===== config.mk =====
export PLATFORM = sky130hd
export DESIGN_NAME = qct_cordic_cell
export DESIGN_NICKNAME = d
export VERILOG_FILES = /design/src/hw/rtl/qct_pkg.sv /design/src/hw/rtl/qct_cordic_cell.sv
export SDC_FILE = /design/constraint.sdc
export NUM_CORES = 1
export LEC_CHECK = 0
export BUFFER_PORTS_ARGS = -buffer_cell sky130_fd_sc_hd__buf_2
export CORE_AREA = 2 2 239 241
export DETAILED_ROUTE_END_ITERATION = 16
export DIE_AREA = 0 0 241 243
export REMOVE_ABC_BUFFERS = 1
export SKIP_LAST_GASP = 1
export SLEW_MARGIN = 20
export SYNTH_ARGS = -nofsm -noshare
export SYNTH_HDL_FRONTEND = slang
export SYNTH_SLANG_ARGS = --single-unit

===== constraint.sdc =====
create_clock -name clock -period 18.3 [get_ports clock]
set_input_delay 0.915 -clock clock [delete_from_list [all_inputs] [get_ports clock]]
set_output_delay 0.915 -clock clock [all_outputs]
set_load 0.02 [all_outputs]

===== src/hw/rtl/qct_pkg.sv =====
// Shared types, constants and angle table for the quad corner transform.
`default_nettype none
package qct_pkg;

   localparam int CORDIC_STEPS = 16;
   localparam int ATAN_LEN     = 24;
   localparam int NUM_CELLS    = (CORDIC_STEPS < ATAN_LEN) ? CORDIC_STEPS : ATAN_LEN;
   localparam int STEP_W       = 5;
   localparam int CORDIC_W     = 34;
   localparam int VERT_W       = 32;
   localparam int TEX_W        = 17;
   localparam int OFF_W        = VERT_W + 1;
   localparam int SUM_W        = VERT_W + 2;
   localparam int PROD_W       = 2 * VERT_W;
   localparam int RES_W        = 14;

   localparam logic signed [CORDIC_W-1:0] CORDIC_GAIN = CORDIC_W'(652032874);
   localparam logic signed [PROD_W-1:0]   ROUND_HALF  = PROD_W'(64'h0000_0000_4000_0000);
   localparam logic signed [VERT_W-1:0]   VERT_MAX    = VERT_W'(32'h7FFF_FFFF);
   localparam logic signed [VERT_W-1:0]   VERT_MIN    = VERT_W'(32'h8000_0000);

   localparam logic [1:0] CORNER_TL = 2'd0;
   localparam logic [1:0] CORNER_TR = 2'd1;
   localparam logic [1:0] CORNER_BL = 2'd2;
   localparam logic [1:0] CORNER_BR = 2'd3;

   typedef struct packed {
      logic               is_glyph;
      logic signed [31:0] pos_x;
      logic signed [31:0] pos_y;
      logic signed [31:0] size_w;
      logic signed [31:0] size_h;
      logic        [15:0] angle;
      logic        [15:0] clip_x;
      logic        [15:0] clip_y;
      logic        [15:0] clip_w;
      logic        [15:0] clip_h;
      logic               last_quad;
   } qct_req_type;

   typedef struct packed {
      logic        [1:0]  corner;
      logic signed [31:0] vert_x;
      logic signed [31:0] vert_y;
      logic        [16:0] tex_u;
      logic        [16:0] tex_v;
      logic               last_of_quad;
      logic               last_of_batch;
   } qct_rsp_type;

   typedef struct packed {
      logic signed [CORDIC_W-1:0] x;
      logic signed [CORDIC_W-1:0] y;
      logic signed [CORDIC_W-1:0] z;
      logic        [1:0]          quad;
      logic                       is_glyph;
      logic signed [31:0]         pos_x;
      logic signed [31:0]         pos_y;
      logic signed [31:0]         size_w;
      logic signed [31:0]         size_h;
      logic        [15:0]         clip_x;
      logic        [15:0]         clip_y;
      logic        [15:0]         clip_w;
      logic        [15:0]         clip_h;
      logic                       last_quad;
   } qct_cell_type;

   // atan(2^-i) in units of 2^-32 turn
   function automatic logic signed [CORDIC_W-1:0] atan_turn(input logic [STEP_W-1:0] idx);
      logic [31:0] val;
      unique case (idx)
         5'd0:    val = 32'h2000_0000;
         5'd1:    val = 32'h12E4_051E;
         5'd2:    val = 32'h09FB_385B;
         5'd3:    val = 32'h0511_11D4;
         5'd4:    val = 32'h028B_0D43;
         5'd5:    val = 32'h0145_D7E1;
         5'd6:    val = 32'h00A2_F61E;
         5'd7:    val = 32'h0051_7C55;
         5'd8:    val = 32'h0028_BE53;
         5'd9:    val = 32'h0014_5F2F;
         5'd10:   val = 32'h000A_2F98;
         5'd11:   val = 32'h0005_17CC;
         5'd12:   val = 32'h0002_8BE6;
         5'd13:   val = 32'h0001_45F3;
         5'd14:   val = 32'h0000_A2FA;
         5'd15:   val = 32'h0000_517D;
         5'd16:   val = 32'h0000_28BE;
         5'd17:   val = 32'h0000_145F;
         5'd18:   val = 32'h0000_0A30;
         5'd19:   val = 32'h0000_0518;
         5'd20:   val = 32'h0000_028C;
         5'd21:   val = 32'h0000_0146;
         5'd22:   val = 32'h0000_00A3;
         5'd23:   val = 32'h0000_0051;
         default: val = 32'h0000_0000;
      endcase
      return CORDIC_W'(val);
   endfunction

endpackage
`default_nettype wire


===== src/hw/rtl/qct_cordic_cell.sv =====
// One rotation-mode CORDIC iteration cell with the quad fields riding alongside.
`default_nettype none
module qct_cordic_cell (
   input  wire                                 clock,
   input  wire                                 reset,
   input  wire                                 advance,
   input  wire  [qct_pkg::STEP_W-1:0]          step,
   input  wire                                 in_valid,
   input  qct_pkg::qct_cell_type               in_data,
   output logic                                out_valid,
   output qct_pkg::qct_cell_type               out_data
);
   import qct_pkg::*;

   logic                       valid_ff;
   qct_cell_type               data_ff;
   qct_cell_type               data_in;
   logic signed [CORDIC_W-1:0] x_i;
   logic signed [CORDIC_W-1:0] y_i;
   logic signed [CORDIC_W-1:0] z_i;
   logic signed [CORDIC_W-1:0] dx;
   logic signed [CORDIC_W-1:0] dy;
   logic signed [CORDIC_W-1:0] ang;

   assign x_i = in_data.x;
   assign y_i = in_data.y;
   assign z_i = in_data.z;
   assign dx  = y_i >>> step;
   assign dy  = x_i >>> step;
   assign ang = atan_turn(step);

   always_comb begin
      data_in = in_data;
      if (!z_i[CORDIC_W-1]) begin
         data_in.x = x_i - dx;
         data_in.y = y_i + dy;
         data_in.z = z_i - ang;
      end else begin
         data_in.x = x_i + dx;
         data_in.y = y_i - dy;
         data_in.z = z_i + ang;
      end
   end

   always_ff @(posedge clock) begin
      if (reset) begin
         valid_ff <= 1'b0;
      end else if (advance) begin
         valid_ff <= in_valid;
      end
   end

   always_ff @(posedge clock) begin
      if (advance) begin
         data_ff <= data_in;
      end
   end

   assign out_valid = valid_ff;
   assign out_data  = data_ff;

endmodule
`default_nettype wire


==> results.json, run 1 <==
{
  "status": "completed",
  "avgSynthCellArea_um2": 11.0,
  "antenna_found_initial": 42,
  "nets": 2920,
  "h-tree-depth": 2,
  "finalWorstPathRequiredPeriod_ns": 7.63,
  "hold_depth": 2,
  "async_flop_share_pct": 0,
  "synth_top_area_share_pct": 42.0,
  "r2r_end": "out_valid",
  "regToRegStartpoint": "out_valid",
  "grt_usage_pct": 33.4,
  "cap_violations": 0,
  "worstPathRequired_ns": 18.60,
  "synth_flop_cell": "edfxtp_1",
  "design.core.area_um2": 56000,
  "insertion_delay_ns": 0.55,
  "cts_resized": 0,
  "die_width_um": 241,
  "drt_wl_total_mm": 101,
  "hold_viol": 0,
  "hold_path_end": "out_valid",
  "cellLeakagePower_nw": 11.0,
  "cts_buffers": 36,
  "initialDrtViolationCount": 2322,
  "synthCells": 1933,
  "dp_hpwl_mm": 79.6,
  "drive_above_1_share_pct": 32.0,
  "peakVddDrop_v": 0.0000638,
  "register_area_um2": 8970,
  "multiInputGateArea_um2": 11600,
  "seq_area_frac_synth_pct": 42.1,
  "min_path_type": "primary input to register",
  "cts_tree": "yes",
  "drt_pre_antenna_iters": 6,
  "ys_seq_elements": 299,
  "path_class": "primary input to register",
  "clock-skew-final_ns": 0,
  "clk_pin_slew_worst_paths_ns": 0.06,
  "reg2regPathDepth": 2,
  "port-buffer-count": 605,
  "num_io_pins": 606,
  "setup_tns_ns": 0,
  "vias_per_cell": 5.99,
  "grt_pass1_vias": 18800,
  "cp_max_fo": 69,
  "root_buffer": "clkbuf_16",
  "hold_start": "reset",
  "worst_ep_arrival_time_ns": 7.93,
  "crit_path_start_kind": "primary input",
  "cts.sinks": 299,
  "synthTopCellsByCount": "edfxtp_1 (298), a21oi_1 (174), nor2_1 (137), nand2_1 (130), ha_1 (110)",
  "fp-row-count": 87,
  "pre_cts_slack_ns": 10.31,
  "ys_top_cells_by_area": "edfxtp_1 (42%), mux4_2 (7.2%), ha_1 (6.5%), xnor2_1 (4.4%), a21oi_1 (4.1%)",
  "dieArea_um2": 58600,
  "syn_area_um2": 21300,
  "grt_start_max_net_pins": 103,
  "reg2reg_slack_ns": 17.67,
  "power_density_nw_per_um2": 101,
  "postCtsHoldBufs": 0,
  "max_freq_mhz": 131,
  "synthDistinctLibCells": 101,
  "start_util_pct": 38.0,
  "setup_viol": 0,
  "fp.dieH_um": 243,
  "synth_edf_count": 298,
  "area_growth_pct": 22.9,
  "postRouteAntennaNets": 0,
  "period_share_pct": 41.7,
  "finalWorstSetupSlack_ns": 10.67,
  "ys_warn_count": 0,
  "drcViolationCount": 0,
  "tightestPinTransition_ns": 1.05,
  "yosysTopAreaCell": "edfxtp_1",
  "startpoint": "step[1]",
  "rsz0062_at_grt": "false",
  "globalplace.congestion": 1.05,
  "gr-total-overflow": 0,
  "grt_first_pass_wirelength_mm": 139,
  "postCtsSetupBuffers": 0,
  "slew_headroom_pct": 29.4,
  "clk_path_buf_depth": 3,
  "wl_per_cell_um": 30.7,
  "final_max_slew_viol_count": 0,
  "synth.most_common_cell": "edfxtp_1",
  "nFillCells": 5287,
  "vias": 19700,
  "end_kind": "register"
}
[registers in the layout (all words and copies together) (netlist names)]
name       cells
out_data     298
out_valid      1
[worst max-delay path: stages]
cell and delay (ns):
buf_2 0.24, buf_4 0.73, inv_2 0.63, ha_1 0.60
o21ai_0 0.24, a21oi_1 0.16, a211oi_1 0.51, ha_1 0.27
inv_1 0.06, nor3_1 0.44, nand3_1 0.17, nor2_1 0.29
nor2_1 0.20, xor2_1 0.23, ha_1 0.39, nand4_1 0.15
a21oi_1 0.20, inv_1 0.08, o211ai_1 0.28, o2111ai_1 0.22
o21ai_0 0.41, nand2b_1 0.12, nand4b_1 0.11, a21oi_1 0.09
xnor2_1 0.13
[kinds of logic (layout without fill, tap and decap cells)]
kind of cell / after synthesis / count (layout) / share of synthesized area (%)
compound gates: 568 / 568 / 17.5
xor+xnor: 177 / 177 / 7.28
fa+ha+maj: 113 / 113 / 6.75
buf+inv: 149 / 740 / 3.42
flops: 299 / 299 / 42.1
mux: 172 / 172 / 12.5
other cells: 0 / 12 / 0
simple gates: 455 / 455 / 10.4
[routing by layer]
layer	vias to the layer above	global-route usage [%]	wire length (µm)
li1	8572	-	-
met1	9708	43.9	40700
met2	1189	53.8	47000
met3	227	6.72	8820
met4	8	12.9	4360
met5	-	0	57
[worst max-delay path by stage]
stage                          endpoint  slack, ns  cells past startpoint
after global placement    out_data[227]      10.55                     22
after floorplan           out_data[259]      12.39                     24
after CTS                 out_data[296]      10.89                     22
after detailed placement  out_data[296]      10.31                     22
after global routing      out_data[228]      10.27                     25
final                     out_data[228]      10.67                     25
[final cells by class]
cell class,count,share of cell area (%)
clock inverter,17,0.938
antenna,12,0.115
inverter,55,0.789
timing repair buffer,623,12.2
sequential,299,34.3
clock buffer,45,3.74
multi-input combinational,1485,44.4
tap,756,3.62
[placed cells by master (no fill, tap or decap), drive strengths merged, types with 17 or more instances in the layout]
master,instances
edfxtp,298
o21ai,90
clkbuf,45
inv,53
nand3,27
nor2b,26
xnor2,108
a31oi,29
buf,623
and3,21
nand2,132
mux2i,67
o211ai,23
nor3,20
nor2,139
xor2,69
nand2b,29
a22oi,17
a21o,57
a21oi,174
mux2,34
ha,110
a211oi,32
mux4,71
[report_power, final]
group | total, W | switching, W | internal [W] | leakage, nW
sequential | 0.000922 | 0.0000341 | 0.000888 | 2.93
combinational | 0.000964 | 0.000619 | 0.000345 | 7.51
clock | 0.000762 | 0.000299 | 0.000463 | 0.590
[through the flow]
step / power [W] / std cells / hold WS [ns] / instance area (µm²) / util (%)
floorplan: 0.00151 / 1839 / 0.579 / 20800 / -
global placement: 0.00187 / 3218 / 0.471 / 24900 / 44.5
detailed placement: 0.00188 / 3218 / 0.498 / 24900 / 44.5
CTS: 0.00265 / 3280 / 0.500 / 26100 / 46.7
global route: 0.00275 / 3286 / 0.514 / 26100 / 46.7
finish: 0.00265 / 3292 / 0.516 / 26200 / 46.8
No activity file was read; power rests on OpenSTA's default activity.
==> inputs of run 2 (changes only) <==
--- a/config.mk
+++ b/config.mk
@@ -6,9 +6,9 @@
 export NUM_CORES = 1
 export LEC_CHECK = 0
 export BUFFER_PORTS_ARGS = -buffer_cell sky130_fd_sc_hd__buf_2
-export CORE_AREA = 2 2 239 241
+export CORE_AREA = 2 2 234 236
 export DETAILED_ROUTE_END_ITERATION = 16
-export DIE_AREA = 0 0 241 243
+export DIE_AREA = 0 0 236 238
 export REMOVE_ABC_BUFFERS = 1
 export SKIP_LAST_GASP = 1
 export SLEW_MARGIN = 20
==> constraint.sdc (replaced) <==
create_clock -name clock -period 7.35 [get_ports clock]
set_input_delay 0.3675 -clock clock [delete_from_list [all_inputs] [get_ports clock]]
set_output_delay 0.3675 -clock clock [all_outputs]
set_load 0.02 [all_outputs]
==> results.json, run 2 (synthesized netlist as in run 1, its figures left out) <==
{
  "status": "completed",
  "fp-row-count": 85,
  "clock-skew-final_ns": 0,
  "start_util_pct": 39.8,
  "crit_path_start_kind": "primary input",
  "port-buffer-count": 605,
  "hold_start": "in_data[176]",
  "hold_depth": 1,
  "path_class": "primary input to register",
  "grt_pass1_vias": 19900,
  "num_io_pins": 606,
  "period_share_pct": 85.7,
  "grt_first_pass_wirelength_mm": 142,
  "drcViolationCount": 0,
  "insertion_delay_ns": 0.55,
  "dp_hpwl_mm": 78.9,
  "nets": 3119,
  "hold_path_end": "out_data[176]",
  "regToRegStartpoint": "out_valid",
  "worst_ep_arrival_time_ns": 6.60,
  "cap_violations": 0,
  "wl_per_cell_um": 29.3,
  "slew_headroom_pct": 27.6,
  "h-tree-depth": 2,
  "drt_wl_total_mm": 100,
  "initialDrtViolationCount": 2302,
  "drt_pre_antenna_iters": 8,
  "design.core.area_um2": 53500,
  "min_path_type": "primary input to register",
  "postCtsSetupBuffers": 0,
  "finalWorstPathRequiredPeriod_ns": 6.30,
  "postRouteAntennaNets": 0,
  "area_growth_pct": 31.4,
  "cts_buffers": 36,
  "max_freq_mhz": 159,
  "r2r_end": "out_valid",
  "largest_reg_flops": 298,
  "die_width_um": 236,
  "grt_usage_pct": 34.9,
  "clk_path_buf_depth": 3,
  "cp_max_fo": 67,
  "fp.dieH_um": 238,
  "utilization_pct": 52.3,
  "final_cell_mix": "buf_2 (602), edfxtp_1 (298), a21oi_1 (174), dlygate4sd3_1 (172), nor2_1 (137)",
  "final_cell_area_um2": 28000,
  "final_common_cell": "buf_2",
  "worstPathRequired_ns": 7.65,
  "rsz0062_at_grt": "false",
  "cts.sinks": 299,
  "cellLeakagePower_nw": 11.9,
  "gr-total-overflow": 0,
  "peakVddDrop_v": 0.000169,
  "setup_tns_ns": 0,
  "reg2reg_slack_ns": 6.76,
  "power_density_nw_per_um2": 235,
  "final_max_slew_viol_count": 0,
  "hold_viol": 0,
  "vias": 20300,
  "tightestPinTransition_ns": 1.09,
  "drive_above_1_share_pct": 30.7,
  "placed_area_um2": 25100,
  "vias_per_cell": 5.92,
  "reg2regPathDepth": 2,
  "setup_viol": 0,
  "end_kind": "register",
  "grt_start_max_net_pins": 149,
  "globalplace.congestion": 1.07,
  "root_buffer": "clkbuf_16",
  "dieArea_um2": 56200,
  "cts_tree": "yes",
  "clk_pin_slew_worst_paths_ns": 0.06,
  "antenna_found_initial": 14
}
run 2: timing repair:
action | 4_1_cts | 5_1_grt
resized for setup | 0 | 0
endpoints found under the hold margin | 172 | 0
hold buffers | 172 | 0
setup endpoints to repair | 0 | 0
run 2: layout make-up:
cell class,count,area [µm²]
fillers,4809,25500
multi-input cells,1485,11600
flip-flops and latches,299,8970
repair buffers,822,5160
clock buffers,47,995
well taps,696,871
inverters,55,206
clock inverters,18,154
diodes,7,17.5
run 2: worst max-delay path by stage:
| stage | slack [ns] | depth (start not counted) | to | startpoint |
|---|---|---|---|---|
| 2_1_floorplan | 1.99 | 24 | out_data[259] | step[2] |
| 3_3_place_gp | 0.89 | 21 | out_data[296] | step[0] |
| 3_5_place_dp | 0.64 | 21 | out_data[296] | step[0] |
| 4_1_cts | 1.20 | 21 | out_data[296] | step[0] |
| 5_1_grt | 0.57 | 21 | out_data[296] | step[0] |
| 6_report | 1.05 | 21 | out_data[296] | step[0] |
run 2: where the power goes:
group | leakage (nW) | switching (W) | total, W | internal (W)
registers | 2.93 | 0.0000961 | 0.00231 | 0.00221
logic | 8.38 | 0.00155 | 0.00249 | 0.000935
clock network | 0.559 | 0.000771 | 0.00178 | 0.00100
run 2: metrics by stage:
step	hold slack, ns	cells	worst slack, ns	total power [W]
2_1_floorplan	0.440	1839	1.99	0.00376
3_3_place_gp	0.481	3185	0.885	0.00467
3_5_place_dp	0.502	3185	0.636	0.00471
4_1_cts	0.00923	3422	1.20	0.00658
5_1_grt	0.0280	3425	0.571	0.00684
6_report	0.0440	3429	1.05	0.00657
run 2: critical path: stages:
cell and delay, ns:
buf_6 0.54, buf_4 0.43, mux4_2 0.55, mux2i_1 0.21, nor2_1 0.08, a2111oi_2 0.43, and2_1 0.25, and3_1 0.19
nor2_1 0.06, xnor2_1 0.16, ha_1 0.38, a41o_1 0.23, nor4b_1 0.62, o31ai_1 0.26, a211o_1 0.41, o211ai_1 0.28
a211oi_1 0.14, a211o_1 0.33, a221o_1 0.32, a21oi_1 0.20, xnor2_1 0.08
run 2: routing by layer:
| metal | part of all wire (%) | wire length (µm) | track usage [%] | vias to the layer above |
|---|---|---|---|---|
| met2 | 46 | 46500 | 56.8 | 1139 |
| met5 | 0.013 | 13 | 0 | - |
| li1 | - | - | - | 8961 |
| met4 | 4.3 | 4340 | 12.9 | 2 |
| met3 | 8.0 | 8030 | 5.91 | 221 |
| met1 | 41 | 41500 | 46.7 | 9981 |
